[config.mk]
export PLATFORM = sky130hd
export DESIGN_NAME = status_pixel_pattern_ws2812_encoder
export DESIGN_NICKNAME = d
export VERILOG_FILES = /design/src/rtl/sppwe_pkg.sv /design/src/rtl/sppwe_front.sv /design/src/rtl/sppwe_fifo.sv /design/src/rtl/sppwe_back.sv /design/src/rtl/status_pixel_pattern_ws2812_encoder.sv
export VERILOG_INCLUDE_DIRS = /design/src /design/src/rtl
export SDC_FILE = /design/constraint.sdc
export NUM_CORES = 2
export LEC_CHECK = 0
export ABC_CLOCK_PERIOD_IN_PS = 20800
export BUFFER_PORTS_ARGS = -buffer_cell sky130_fd_sc_hd__buf_2
export CORE_UTILIZATION = 55
export DETAILED_ROUTE_END_ITERATION = 8
export PLACE_DENSITY_LB_ADDON = 0.12
export SLEW_MARGIN = 5
export SYNTH_ARGS = -nofsm -noshare
export SYNTH_HDL_FRONTEND = slang
export SYNTH_SLANG_ARGS = --single-unit
[constraint.sdc]
create_clock -name clk -period 20.8 [get_ports clk]
set_input_delay 4.16 -clock clk [delete_from_list [all_inputs] [get_ports clk]]
set_output_delay 4.16 -clock clk [all_outputs]
set_load 0.05 [all_outputs]
[src/rtl/status_pixel_pattern_ws2812_encoder_defines.svh]
// Assertion macros for the status pixel encoder RTL.
`ifndef STATUS_PIXEL_PATTERN_WS2812_ENCODER_DEFINES_SVH
`define STATUS_PIXEL_PATTERN_WS2812_ENCODER_DEFINES_SVH

// Same-cycle implication, checked on every rising edge outside reset.
`define SPPWE_ASSERT_IMP(label, clk, rst_n, ante, cons) \
	label: assert property (@(posedge clk) disable iff (!rst_n) (ante) |-> (cons)) \
		else $error("status pixel encoder check failed");

// Next-cycle implication, checked on every rising edge outside reset.
`define SPPWE_ASSERT_NXT(label, clk, rst_n, ante, cons) \
	label: assert property (@(posedge clk) disable iff (!rst_n) (ante) |=> (cons)) \
		else $error("status pixel encoder check failed");

`endif

[src/rtl/sppwe_pkg.sv]
// Types, constants and register map of the status pixel encoder.
package sppwe_pkg;

	localparam int PIXELS_DEF     = 1;
	localparam int FIFO_DEPTH_DEF = 2;
	localparam int BITS_PER_PIXEL = 24;

	localparam logic [7:0] SYM_ONE  = 8'hF8;
	localparam logic [7:0] SYM_ZERO = 8'hC0;

	localparam logic [2:0] ST_IDLE  = 3'd0;
	localparam logic [2:0] ST_RUN   = 3'd1;
	localparam logic [2:0] ST_COOL  = 3'd2;
	localparam logic [2:0] ST_DONE  = 3'd3;
	localparam logic [2:0] ST_FAULT = 3'd4;

	localparam logic       REG_LOW_BATT = 1'b0;
	localparam logic       REG_BOOT     = 1'b1;
	localparam logic [6:0] LOW_BATT_RST = 7'd20;
	localparam logic [15:0] BOOT_RST    = 16'd3000;

	// floor(2^37 / 125) and floor(2^38 / 375) for the time dividers.
	localparam logic [30:0] RECIP_125 = 31'd1099511627;
	localparam logic [29:0] RECIP_375 = 30'd733007751;
	// ceil(2^19 / 75), exact for the breathe ramp range.
	localparam logic [12:0] RECIP_75  = 13'd6991;

	typedef struct packed {
		logic [7:0] g;
		logic [7:0] r;
		logic [7:0] b;
	} color_t;

	typedef struct packed {
		logic full;
		logic empty;
	} fifo_stat_t;

endpackage

[src/rtl/sppwe_front.sv]
// Front end: accepts status requests, derives the colour, drops repeats.
module sppwe_front
	import sppwe_pkg::*;
(
	input  logic        clk,
	input  logic        arst_n,
	input  logic        s_axis_tvalid,
	output logic        s_axis_tready,
	input  logic [47:0] s_axis_tdata,
	input  logic [6:0]  low_battery_percent,
	input  logic [15:0] boot_time_ms,
	input  fifo_stat_t  fifo_stat,
	output logic        push,
	output color_t      push_color
);

	logic adv;
	logic v_s1, v_s2, v_s3, v_s4;

	logic [31:0] ms_s1, ms_s2;
	logic [2:0]  st_s1, st_s2, st_s3, st_s4;
	logic [6:0]  batt_s1, batt_s2, batt_s3, batt_s4;
	logic [3:0]  flags_s1, flags_s2, flags_s3, flags_s4;
	logic [23:0] q5_s2;
	logic [20:0] q3_s2;
	logic        blink1_s3, blink2_s3, boot_s3;
	logic        blink1_s4, blink2_s4, boot_s4;
	logic [10:0] t_s3;
	logic [6:0]  v_lvl_s4;
	color_t      shown_q;

	logic [60:0] p5;
	logic [58:0] p3;
	logic [29:0] d5;
	logic [28:0] d3;
	logic [7:0]  r5raw;
	logic [6:0]  r5;
	logic        q5lsb;
	logic [9:0]  r3raw;
	logic [8:0]  r3;
	logic [8:0]  m500;
	logic [11:0] p3000;
	logic [10:0] t_c;
	logic [25:0] bprod;
	color_t      col;
	logic        changed;

	assign changed       = (col != shown_q);
	assign adv           = !(v_s4 && changed && fifo_stat.full);
	assign s_axis_tready = adv;
	assign push          = v_s4 && changed && !fifo_stat.full;
	assign push_color    = col;

	// Quotients by 500 and 3000 through reciprocal multiplies, low by at most one.
	assign p5 = {31'b0, ms_s1[31:2]} * {30'b0, RECIP_125};
	assign p3 = {30'b0, ms_s1[31:3]} * {29'b0, RECIP_375};

	always_comb begin
		d5    = ms_s2[31:2] - ({6'b0, q5_s2} * 30'd125);
		r5raw = d5[7:0];
		if (r5raw >= 8'd125) begin
			r5    = 7'(r5raw - 8'd125);
			q5lsb = ~q5_s2[0];
		end else begin
			r5    = r5raw[6:0];
			q5lsb = q5_s2[0];
		end
		m500 = {r5, ms_s2[1:0]};

		d3    = ms_s2[31:3] - ({8'b0, q3_s2} * 29'd375);
		r3raw = d3[9:0];
		if (r3raw >= 10'd375) begin
			r3 = 9'(r3raw - 10'd375);
		end else begin
			r3 = r3raw[8:0];
		end
		p3000 = {r3, ms_s2[2:0]};
		if (p3000 < 12'd1500) begin
			t_c = p3000[10:0];
		end else begin
			t_c = 11'(12'd3000 - p3000);
		end
	end

	assign bprod = {13'b0, t_s3, 2'b00} * {13'b0, RECIP_75};

	always_comb begin
		col = '0;
		if (boot_s4) begin
			col.b = 8'd60;
		end else begin
			unique case (st_s4)
				ST_FAULT: begin
					if (blink2_s4) col.r = 8'd120;
				end
				ST_DONE: begin
					col.g = 8'd120;
				end
				ST_COOL: begin
					if (blink1_s4) begin
						col.g = 8'd60;
						col.b = 8'd60;
					end
				end
				ST_RUN: begin
					if (batt_s4 < low_battery_percent) begin
						if (blink1_s4) begin
							col.g = 8'd60;
							col.r = 8'd120;
						end
					end else if (flags_s4[0]) begin
						if (blink1_s4) begin
							col.g = 8'd80;
							col.r = 8'd80;
						end
					end else if (flags_s4[1]) begin
						if (blink1_s4) begin
							col.g = 8'd40;
							col.r = 8'd100;
						end
					end else begin
						col.g = {1'b0, v_lvl_s4};
					end
				end
				default: begin
					// Idle and the unused state codes.
					if (flags_s4[2] && !flags_s4[3]) begin
						col.g = 8'd60;
						col.r = 8'd120;
					end else begin
						col.g = {3'b0, v_lvl_s4[6:2]};
						col.b = {3'b0, v_lvl_s4[6:2]};
					end
				end
			endcase
		end
	end

	always_ff @(posedge clk or negedge arst_n) begin
		if (!arst_n) begin
			v_s1    <= 1'b0;
			v_s2    <= 1'b0;
			v_s3    <= 1'b0;
			v_s4    <= 1'b0;
			shown_q <= '{g: 8'hFF, r: 8'hFF, b: 8'hFF};
		end else if (adv) begin
			v_s1 <= s_axis_tvalid;
			v_s2 <= v_s1;
			v_s3 <= v_s2;
			v_s4 <= v_s3;
			if (v_s4) shown_q <= col;
		end
	end

	always_ff @(posedge clk) begin
		if (adv) begin
			ms_s1     <= s_axis_tdata[31:0];
			st_s1     <= s_axis_tdata[34:32];
			batt_s1   <= s_axis_tdata[41:35];
			flags_s1  <= s_axis_tdata[45:42];

			ms_s2     <= ms_s1;
			st_s2     <= st_s1;
			batt_s2   <= batt_s1;
			flags_s2  <= flags_s1;
			q5_s2     <= p5[60:37];
			q3_s2     <= p3[58:38];

			st_s3     <= st_s2;
			batt_s3   <= batt_s2;
			flags_s3  <= flags_s2;
			blink1_s3 <= q5lsb;
			blink2_s3 <= (m500 >= 9'd250);
			boot_s3   <= (ms_s2 < {16'b0, boot_time_ms});
			t_s3      <= t_c;

			st_s4     <= st_s3;
			batt_s4   <= batt_s3;
			flags_s4  <= flags_s3;
			blink1_s4 <= blink1_s3;
			blink2_s4 <= blink2_s3;
			boot_s4   <= boot_s3;
			v_lvl_s4  <= 7'd20 + bprod[25:19];
		end
	end

endmodule

[src/rtl/sppwe_fifo.sv]
// Small register queue of colours between the front end and the serializer.
module sppwe_fifo
	import sppwe_pkg::*;
#(
	parameter int DEPTH = FIFO_DEPTH_DEF
) (
	input  logic       clk,
	input  logic       arst_n,
	input  logic       push,
	input  color_t     push_color,
	input  logic       pop,
	output color_t     pop_color,
	output fifo_stat_t stat
);

	localparam int PW = (DEPTH > 1) ? $clog2(DEPTH) : 1;
	localparam int CW = $clog2(DEPTH + 1);

	color_t        mem_q [DEPTH];
	logic [PW-1:0] wr_q, rd_q;
	logic [CW-1:0] cnt_q;

	assign stat.full  = (cnt_q == CW'(DEPTH));
	assign stat.empty = (cnt_q == '0);
	assign pop_color  = mem_q[rd_q];

	always_ff @(posedge clk or negedge arst_n) begin
		if (!arst_n) begin
			wr_q  <= '0;
			rd_q  <= '0;
			cnt_q <= '0;
		end else begin
			if (push) begin
				wr_q <= (wr_q == PW'(DEPTH - 1)) ? '0 : wr_q + 1'b1;
			end
			if (pop) begin
				rd_q <= (rd_q == PW'(DEPTH - 1)) ? '0 : rd_q + 1'b1;
			end
			if (push && !pop) begin
				cnt_q <= cnt_q + 1'b1;
			end else if (pop && !push) begin
				cnt_q <= cnt_q - 1'b1;
			end
		end
	end

	always_ff @(posedge clk) begin
		if (push) mem_q[wr_q] <= push_color;
	end

endmodule

[src/rtl/sppwe_back.sv]
// Serializer: turns each queued colour into WS2812 SPI symbol bytes.
module sppwe_back
	import sppwe_pkg::*;
#(
	parameter int PIXELS = PIXELS_DEF
) (
	input  logic       clk,
	input  logic       arst_n,
	input  color_t     fifo_color,
	input  fifo_stat_t fifo_stat,
	output logic       pop,
	output logic       m_axis_tvalid,
	input  logic       m_axis_tready,
	output logic [7:0] m_axis_tdata,
	output logic       m_axis_tlast
);

	localparam int PIX_W = (PIXELS > 1) ? $clog2(PIXELS) : 1;

	logic             busy_q;
	logic [4:0]       bit_q;
	logic [PIX_W-1:0] pix_q;
	logic [23:0]      sh_q;
	color_t           color_q;
	logic             m_tvalid_q;
	logic [7:0]       m_tdata_q;
	logic             m_tlast_q;

	logic adv, last_bit, last;

	assign adv      = !m_tvalid_q || m_axis_tready;
	assign last_bit = (bit_q == 5'(BITS_PER_PIXEL - 1));
	assign last     = last_bit && (pix_q == PIX_W'(PIXELS - 1));
	assign pop      = !fifo_stat.empty && (!busy_q || (adv && last));

	assign m_axis_tvalid = m_tvalid_q;
	assign m_axis_tdata  = m_tdata_q;
	assign m_axis_tlast  = m_tlast_q;

	always_ff @(posedge clk or negedge arst_n) begin
		if (!arst_n) begin
			busy_q     <= 1'b0;
			bit_q      <= '0;
			pix_q      <= '0;
			m_tvalid_q <= 1'b0;
		end else begin
			if (adv) m_tvalid_q <= busy_q;
			if (pop) begin
				busy_q <= 1'b1;
				bit_q  <= '0;
				pix_q  <= '0;
			end else if (adv && busy_q) begin
				if (last) begin
					busy_q <= 1'b0;
				end else if (last_bit) begin
					bit_q <= '0;
					pix_q <= pix_q + 1'b1;
				end else begin
					bit_q <= bit_q + 1'b1;
				end
			end
		end
	end

	always_ff @(posedge clk) begin
		if (adv && busy_q) begin
			m_tdata_q <= sh_q[23] ? SYM_ONE : SYM_ZERO;
			m_tlast_q <= last;
		end
		if (pop) begin
			color_q <= fifo_color;
			sh_q    <= fifo_color;
		end else if (adv && busy_q) begin
			// Every pixel repeats the same colour, so reload at a pixel boundary.
			sh_q <= last_bit ? color_q : {sh_q[22:0], 1'b0};
		end
	end

endmodule

[src/rtl/status_pixel_pattern_ws2812_encoder.sv]
// Top level of the status pixel colour selector and WS2812 SPI encoder.
// Each request on the input stream carries the millisecond time and the machine
// status; the front end derives a GRB colour in a four-stage pipeline and drops requests
// whose colour equals the one last sent, at one request per cycle unless a changed colour
// waits on a full queue. A changed colour goes into a queue of FIFO_DEPTH entries (two by
// default), and the serializer turns it into 24*PIXELS SPI symbol bytes (0xF8 for a one bit,
// 0xC0 for a zero bit, green, red, blue, MSB first), one byte per cycle while m_axis_tready
// holds, with tlast on the final byte; it takes the next queued colour as it sends that byte.
// The serializer therefore sets the sustained rate of changed colours. Registers:
// low_battery_percent at address 0, boot_time_ms at address 4.
`include "status_pixel_pattern_ws2812_encoder_defines.svh"

module status_pixel_pattern_ws2812_encoder
	import sppwe_pkg::*;
#(
	parameter int PIXELS     = PIXELS_DEF,
	parameter int FIFO_DEPTH = FIFO_DEPTH_DEF
) (
	input  logic        clk,
	input  logic        arst_n,
	input  logic        s_axis_tvalid,
	output logic        s_axis_tready,
	// time_ms[31:0], machine_state[34:32], battery_level[41:35],
	// warning_active[42], boost_active[43], door_present[44], door_shut[45]
	input  logic [47:0] s_axis_tdata,
	output logic        m_axis_tvalid,
	input  logic        m_axis_tready,
	// spi_byte[7:0]
	output logic [7:0]  m_axis_tdata,
	output logic        m_axis_tlast,
	input  logic        psel,
	input  logic        penable,
	input  logic        pwrite,
	input  logic [2:0]  paddr,
	input  logic [31:0] pwdata,
	output logic [31:0] prdata,
	output logic        pready
);

	logic [6:0]  low_batt_q;
	logic [15:0] boot_q;
	logic        fifo_push, fifo_pop;
	color_t      push_color, pop_color;
	fifo_stat_t  fifo_stat;

	assign pready = 1'b1;

	always_ff @(posedge clk or negedge arst_n) begin
		if (!arst_n) begin
			low_batt_q <= LOW_BATT_RST;
			boot_q     <= BOOT_RST;
		end else if (psel && penable && pwrite && pready) begin
			unique case (paddr[2])
				REG_LOW_BATT: low_batt_q <= pwdata[6:0];
				REG_BOOT:     boot_q     <= pwdata[15:0];
				default:      ;
			endcase
		end
	end

	always_comb begin
		unique case (paddr[2])
			REG_LOW_BATT: prdata = {25'b0, low_batt_q};
			REG_BOOT:     prdata = {16'b0, boot_q};
			default:      prdata = '0;
		endcase
	end

	sppwe_front u_front (
		.clk                 (clk),
		.arst_n              (arst_n),
		.s_axis_tvalid       (s_axis_tvalid),
		.s_axis_tready       (s_axis_tready),
		.s_axis_tdata        (s_axis_tdata),
		.low_battery_percent (low_batt_q),
		.boot_time_ms        (boot_q),
		.fifo_stat           (fifo_stat),
		.push                (fifo_push),
		.push_color          (push_color)
	);

	sppwe_fifo #(
		.DEPTH (FIFO_DEPTH)
	) u_fifo (
		.clk        (clk),
		.arst_n     (arst_n),
		.push       (fifo_push),
		.push_color (push_color),
		.pop        (fifo_pop),
		.pop_color  (pop_color),
		.stat       (fifo_stat)
	);

	sppwe_back #(
		.PIXELS (PIXELS)
	) u_back (
		.clk           (clk),
		.arst_n        (arst_n),
		.fifo_color    (pop_color),
		.fifo_stat     (fifo_stat),
		.pop           (fifo_pop),
		.m_axis_tvalid (m_axis_tvalid),
		.m_axis_tready (m_axis_tready),
		.m_axis_tdata  (m_axis_tdata),
		.m_axis_tlast  (m_axis_tlast)
	);

	// The front end only stalls on a full queue.
	`SPPWE_ASSERT_IMP(a_stall_only_full, clk, arst_n, !s_axis_tready, fifo_stat.full)
	`SPPWE_ASSERT_IMP(a_no_push_full, clk, arst_n, fifo_push, !fifo_stat.full)
	`SPPWE_ASSERT_IMP(a_symbol_legal, clk, arst_n, m_axis_tvalid, (m_axis_tdata == SYM_ONE || m_axis_tdata == SYM_ZERO))
	// Bytes of one frame follow each other without gaps.
	`SPPWE_ASSERT_NXT(a_frame_gapless, clk, arst_n, (m_axis_tvalid && m_axis_tready && !m_axis_tlast), m_axis_tvalid)

endmodule
==> After elaboration in Yosys (flattened, before gate mapping) <==
Memory sizes are Yosys's and may differ from the RTL's.
Cells that the tools add are included.
{ "totals": {"regBits": 309, "mem_bits_rw": 48, "input_bits": 90, "elab_cells": 160, "mem_count": 1} }
{ "op_classes": {"add_sub_neg": 12, "mul": 5, "order_cmp": 6, "eq_ne": 8, "n_mux": 43, "bitwise": 4, "n_reduce_logical": 35} }
{ "memory_table": {"columns": ["memory", "depth", "word_bits", "rd", "rd_clocked_by_memory_dff", "wr", "line", "rtl"], "rows": [
  ["u_fifo.mem_q", 2, 24, 1, 0, 1, "sppwe_fifo.sv:19", "color_t mem_q [DEPTH];"]
]} }
{ "ops": {"columns": ["cell", "count"], "rows": [
  ["$mux 24", 3],
  ["$pmux 32 s2", 1],
  ["$mul 30x31->61 const B", 1],
  ["$mul 29x30->59 const B", 1],
  ["$mux 16", 3],
  ["$lt 32x16->1", 1],
  ["$pmux 8 s4", 1],
  ["$mux 14", 2],
  ["$mux 5", 5],
  ["$mul 11x13->24 const B", 1],
  ["$mul 24x7->8 const B", 1],
  ["$mux 8", 3],
  ["$ne 24x24->1", 1],
  ["$pmux 8 s3", 1],
  ["$mul 21x9->10 const B", 1],
  ["$mux 7", 3],
  ["$mux 6", 3],
  ["$pmux 8 s2", 1],
  ["$mux 15", 1],
  ["$logic_and 1x1->1", 12],
  ["$lt 12x11->1 const B", 1],
  ["$mux 1", 12],
  ["$mux 11", 1],
  ["$sub 10x11->11 const A", 1],
  ["other kinds (30)", 52]
]} }

==> Logic depth before layout (Yosys ltp) <==
{ "depth": {"word_depth": 13, "depth_mapped": 27, "ltp_nobuf": 27} }

==> Hierarchy <==
Synthesis repeated with hierarchy kept, for this count alone.
{ "unflattened": {"hier_cells": 3833, "area_unflattened_um2": 42545.8} }
{ "modules_own_cells": {"columns": ["module", "n_inst", "cells_each", "area_each_um2"], "rows": [
  ["sppwe_front", 1, 3441, 36796.5],
  ["sppwe_back", 1, 215, 2507.4],
  ["sppwe_fifo", 1, 91, 2020.7],
  ["status_pixel_pattern_ws2812_encoder", 1, 86, 1221.2]
]} }

==> Least setup slack after synthesis <==
Ideal clock, no wire load.
{ "synth_timing": {"path_kind": "register to output", "start": "reg low_batt_q[4]", "end": "out s_axis_tready", "t_arrival_ns": 6.063, "t_required_ns": 16.640, "path_slack_ns": 10.577, "path_stages_with_launch": 14, "path_cell_list": "dfstp_2 inv_1 ha_1 a21o_1 nand2_1 o211ai_1 buf_2 a41oi_1 a211oi_1 nor4b_1 o2111ai_1 nor4_2 nor3b_1 inv_1"} }
{ "synth_via": {"elab_chain_len": 8, "word_cells_on_any_way": 9} }
{ "synth_rtl": {"columns": ["item", "line", "rtl"], "rows": [
  ["start, declared", "status_pixel_pattern_ws2812_encoder.sv:40", "logic [6:0] low_batt_q;"],
  ["start signal, assigned", "status_pixel_pattern_ws2812_encoder.sv:54", "REG_LOW_BATT: low_batt_q <= pwdata[6:0];"],
  ["$lt 7x7->1 (*)", "sppwe_front.sv:106", "if (batt_s4 < low_battery_percent) begin"],
  ["$mux 16 (*)", "sppwe_front.sv:106", null],
  ["$pmux 8 s4 / $pmux 8 s3 (equally long branches)", "sppwe_front.sv:92", "unique case (st_s4)"],
  ["$mux 16 (*)", "sppwe_front.sv:89", "if (boot_s4) begin"],
  ["$ne 24x24->1 (*)", "sppwe_front.sv:48", "assign changed = (col != shown_q);"],
  ["$logic_and 1x1->1 (*) (2 in a row)", "sppwe_front.sv:49", "assign adv = !(v_s4 && changed && fifo_stat.full);"],
  ["$logic_not 1->1 (*)", "sppwe_front.sv:49", null],
  ["end, declared", "status_pixel_pattern_ws2812_encoder.sv:22", "output logic s_axis_tready,"]
]} }
Every way passes the cells marked *; elsewhere a longest branch is shown, timed or not.

==> Worst setup path in the final report <==
{ "layout_timing": {"start": "in paddr[2]", "end": "out prdata[0]"} }
{ "layout_via": {"elab_chain_len": 2} }
{ "layout_rtl": {"columns": ["item", "line", "rtl"], "rows": [
  ["start, declared", "status_pixel_pattern_ws2812_encoder.sv:34", "input logic [2:0] paddr,"],
  ["$not 1->1 (no line)", null, null],
  ["$pmux 32 s2 (*)", "status_pixel_pattern_ws2812_encoder.sv:62", "unique case (paddr[2])"],
  ["end, declared", "status_pixel_pattern_ws2812_encoder.sv:36", "output logic [31:0] prdata,"]
]} }
Every way passes the cells marked *; elsewhere a longest branch is shown, timed or not. The select of a mux whose other input is x is not followed.

==> impl_metrics.py <==
metrics = {
    "run_status": {
        "outcome": "finished clean",
    },
    "clocking": {
        "worstSkewPairLatency_ns": 0.59,
        "tritoncts": "yes",
        "cts_num_sinks": 300,
        "cts_inserted_buffers": 29,
        "cts_max_level": 1,
        "number_of_buffers_inserted_by_hold_repair_at_cts": 0,
        "post_cts.resized_instances": 0,
        "clk_pin_slew_worst_paths_ns": 0.07,
        "post-cts-setup-buffer-count": 0,
        "clk_path_buf_depth": 3,
        "cts.root.buffer_cell": "sky130_fd_sc_hd__clkbuf_16",
    },
    "die": {
        "dieHeight_um": 277,
        "placement_rows": 100,
        "initial_core_util_pct": 55.7,
        "die-area_sq_um": 76600,
        "top_level_ports": 134,
        "core_area_sq_um": 74600,
        "die_span_x_um": 277,
    },
    "synth": {
        "synth_largest_area_cell": "sky130_fd_sc_hd__fa_1",
        "syn-mean-instance-area_sq_um": 11.1,
        "post-synth-top-count-cell": "sky130_fd_sc_hd__inv_1",
        "synthesized_instance_count": 3755,
        "synth_fa_ha_area_share_pct": 52.6,
        "post_synth_xor_area_fraction_pct": 2.58,
        "muxShareOfSynthArea_pct": 2.27,
        "most_instantiated_flip_flop_cell_in_the_synthesis_netlist": "sky130_fd_sc_hd__edfxtp_1",
        "seq_area_frac_synth_pct": 21.1,
        "area_fraction_in_compound_gates_after_synthesis_pct": 6.09,
        "largest_cells_by_area_after_synthesis": "sky130_fd_sc_hd__fa_1, sky130_fd_sc_hd__ha_1, sky130_fd_sc_hd__edfxtp_1",
        "synth_enable_flop_cells": 242,
        "synth.top_cells.by_count": "sky130_fd_sc_hd__inv_1, sky130_fd_sc_hd__ha_1, sky130_fd_sc_hd__fa_1",
        "postSynth.asyncResetShare_pct": 19.3,
        "synthesis.yosys.warnings": 0,
        "synth_area_sq_um": 41500,
        "yosys_register_bits": 300,
        "synth_simple_gate_area_share_pct": 4.69,
        "synth_top_family_by_area": "adder cells",
        "yosys.cell_types.count": 101,
        "synth.top_cell.area_share_pct": 32.1,
    },
    "setup_path": {
        "arrival_ns": 5.11,
        "critical_path.startpoint": "paddr[2]",
        "r2r_start": "u_front.ms_s1[18]",
        "worst-r2r-cell-count": 23,
        "crit_type": "input pin to output port",
        "crit_required_ns": 16.64,
        "timing.critical_path.from_type": "input pin",
        "critical_path.max_fanout": 24,
        "worst_setup_path_end_kind": "output port",
        "worst-r2r-setup-slack_ns": 12.27,
        "worst_r2r_endpoint": "u_front.q3_s2[4]",
    },
    "drt": {
        "drt_wl_total_um": 102000,
        "route.detailed.drc": 0,
        "drtIter0Drc": 1378,
        "route.detailed.vias_per_inst": 5.34,
        "num_vias": 26000,
        "detail_route.first_pass.iterations": 5,
        "drt.antenna.violating_nets": 0,
        "route.detailed.wl_per_inst_um": 20.9,
    },
    "global_routing": {
        "grt_overflow_total": 0,
        "number_of_antenna_violations_at_the_first_check_in_global_routing": 2,
        "largest_net_degree_at_the_start_of_global_routing": 68,
        "total_routing_usage_gr_pct": 27.8,
        "grt_pass1_wl_um": 161000,
        "grt_pass1_vias": 27800,
    },
    "placement": {
        "place.detailed.hpwl_um": 86400,
        "port_buffers": 91,
        "globalplace.congestion": 0.966,
    },
    "worst_hold_path": {
        "worstHoldPathCells": 0,
        "hold_path_class": "flop to flop",
        "hold_path_startpoint": "u_front.batt_s2[4]",
        "min_delay_worst_endpoint": "u_front.batt_s3[4]",
    },
    "flow_run": {
        "maxCapViolCount": 0,
    },
    "timing": {
        "tightestPinTransition_ns": 1.09,
        "setup-violations-final": 0,
        "slew_viol_final": 0,
        "fin_skew_ns": 0.0174,
        "maxSlewHeadroom_pct": 27.2,
        "period_minus_slack_ns": 9.27,
        "accumulated_negative_setup_slack_ns": 0,
        "timing_hold_violations_final": 0,
        "achievable-frequency_mhz": 108,
        "rsz0062_at_grt": "no",
        "layout_worst_path_cycle_share_pct": 44.6,
    },
    "layout": {
        "net_count_reported_at_finish": 5309,
        "syn2layout_area_growth_pct": 6.42,
        "n_antenna_cell": 0,
        "drive_gt1_share_pct": 7.67,
    },
}
## kinds of logic (layout without fill, tap and decap cells)
| family | after synthesis | after routing |
|---|---|---|
| compound gates | 372 | 372 |
| xor+xnor | 117 | 117 |
| fa+ha+maj | 1346 | 1346 |
| buf+inv | 1150 | 1271 |
| flops | 300 | 300 |
| mux | 86 | 86 |
| other cells | 2 | 22 |
| simple gates | 382 | 382 |
## cell type report
class | instances | area (sq um)
multi-input cells | 2325 | 28400
repair buffers | 119 | 666
flip-flops and latches | 300 | 8750
fillers | 6397 | 30400
inverters | 1098 | 4130
well taps | 969 | 1210
clock buffers | 36 | 782
clock inverters | 18 | 229
## critical path, stage by stage
cell	delay, ns
sky130_fd_sc_hd__buf_2	0.36
sky130_fd_sc_hd__mux2_2	0.38
sky130_fd_sc_hd__buf_2	0.21
## flip-flops by register name (all words and copies together), names as in the netlist, 8 cells and up
name / count
u_fifo.mem_q: 36
u_front.ms_s1: 32
u_front.ms_s2: 32
u_back.sh_q: 24
u_front.shown_q: 19
u_back.color_q: 18
boot_q: 16
u_front.t_s3: 11
u_front.q3_s2: 10
u_front.q5_s2: 8
## metrics by stage
step           instance area [sq um]  util, %  hold slack (ns)  setup WS (ns)  std cells
2_1_floorplan                  41600        -            0.400          10.58       3775
3_3_place_gp                   43200     57.9            0.401          11.53       4811
3_5_place_dp                   43200     57.9            0.405          11.53       4811
4_1_cts                        44200     59.3            0.408          11.53       4865
5_1_grt                        44200     59.3            0.421          11.27       4865
6_report                       44200     59.3            0.403          11.53       4865
## worst max-delay path by stage
| stage | cells past startpoint | slack, ns | end |
|---|---|---|---|
| after floorplan | 13 | 10.58 | s_axis_tready |
| after global placement | 3 | 11.53 | prdata[0] |
| after detailed placement | 3 | 11.53 | prdata[0] |
| after CTS | 3 | 11.53 | prdata[0] |
| after global routing | 12 | 11.27 | s_axis_tready |
| final | 3 | 11.53 | prdata[0] |
## metal layers
layer  GRT usage [%]  up-vias  share of wire [%]
met5               0        -              0.013
met4            12.9        2                5.4
met3            2.88      217                4.8
met2            48.3      675                 50
met1            35.1    13000                 40
li1                -    12100                  -
## cell usage in the layout, fill, tap and decap left out, types with 15 or more instances in the layout
cell                           n
sky130_fd_sc_hd__edfxtp_1    242
sky130_fd_sc_hd__xnor2_1      86
sky130_fd_sc_hd__nand2_1      80
sky130_fd_sc_hd__clkbuf_16    29
sky130_fd_sc_hd__nor2b_1      18
sky130_fd_sc_hd__or2_2        15
sky130_fd_sc_hd__nor3_1       33
sky130_fd_sc_hd__mux2_2       56
sky130_fd_sc_hd__a21o_1       45
sky130_fd_sc_hd__and2_1       17
sky130_fd_sc_hd__dfstp_2      28
sky130_fd_sc_hd__nand3_1      35
sky130_fd_sc_hd__buf_2        91
sky130_fd_sc_hd__xor2_1       27
sky130_fd_sc_hd__o21ai_0      62
sky130_fd_sc_hd__nand4_1      17
sky130_fd_sc_hd__buf_4        28
sky130_fd_sc_hd__conb_1       22
sky130_fd_sc_hd__inv_1      1097
sky130_fd_sc_hd__a211oi_1     15
sky130_fd_sc_hd__a21oi_1     111
sky130_fd_sc_hd__nor2_1       93
sky130_fd_sc_hd__dfrtp_1      30
sky130_fd_sc_hd__mux2i_1      21
sky130_fd_sc_hd__ha_1        680
sky130_fd_sc_hd__fa_1        666
Power is not shown: default switching activity piles up to over one toggle a cycle in this logic, so the estimate is an artifact.
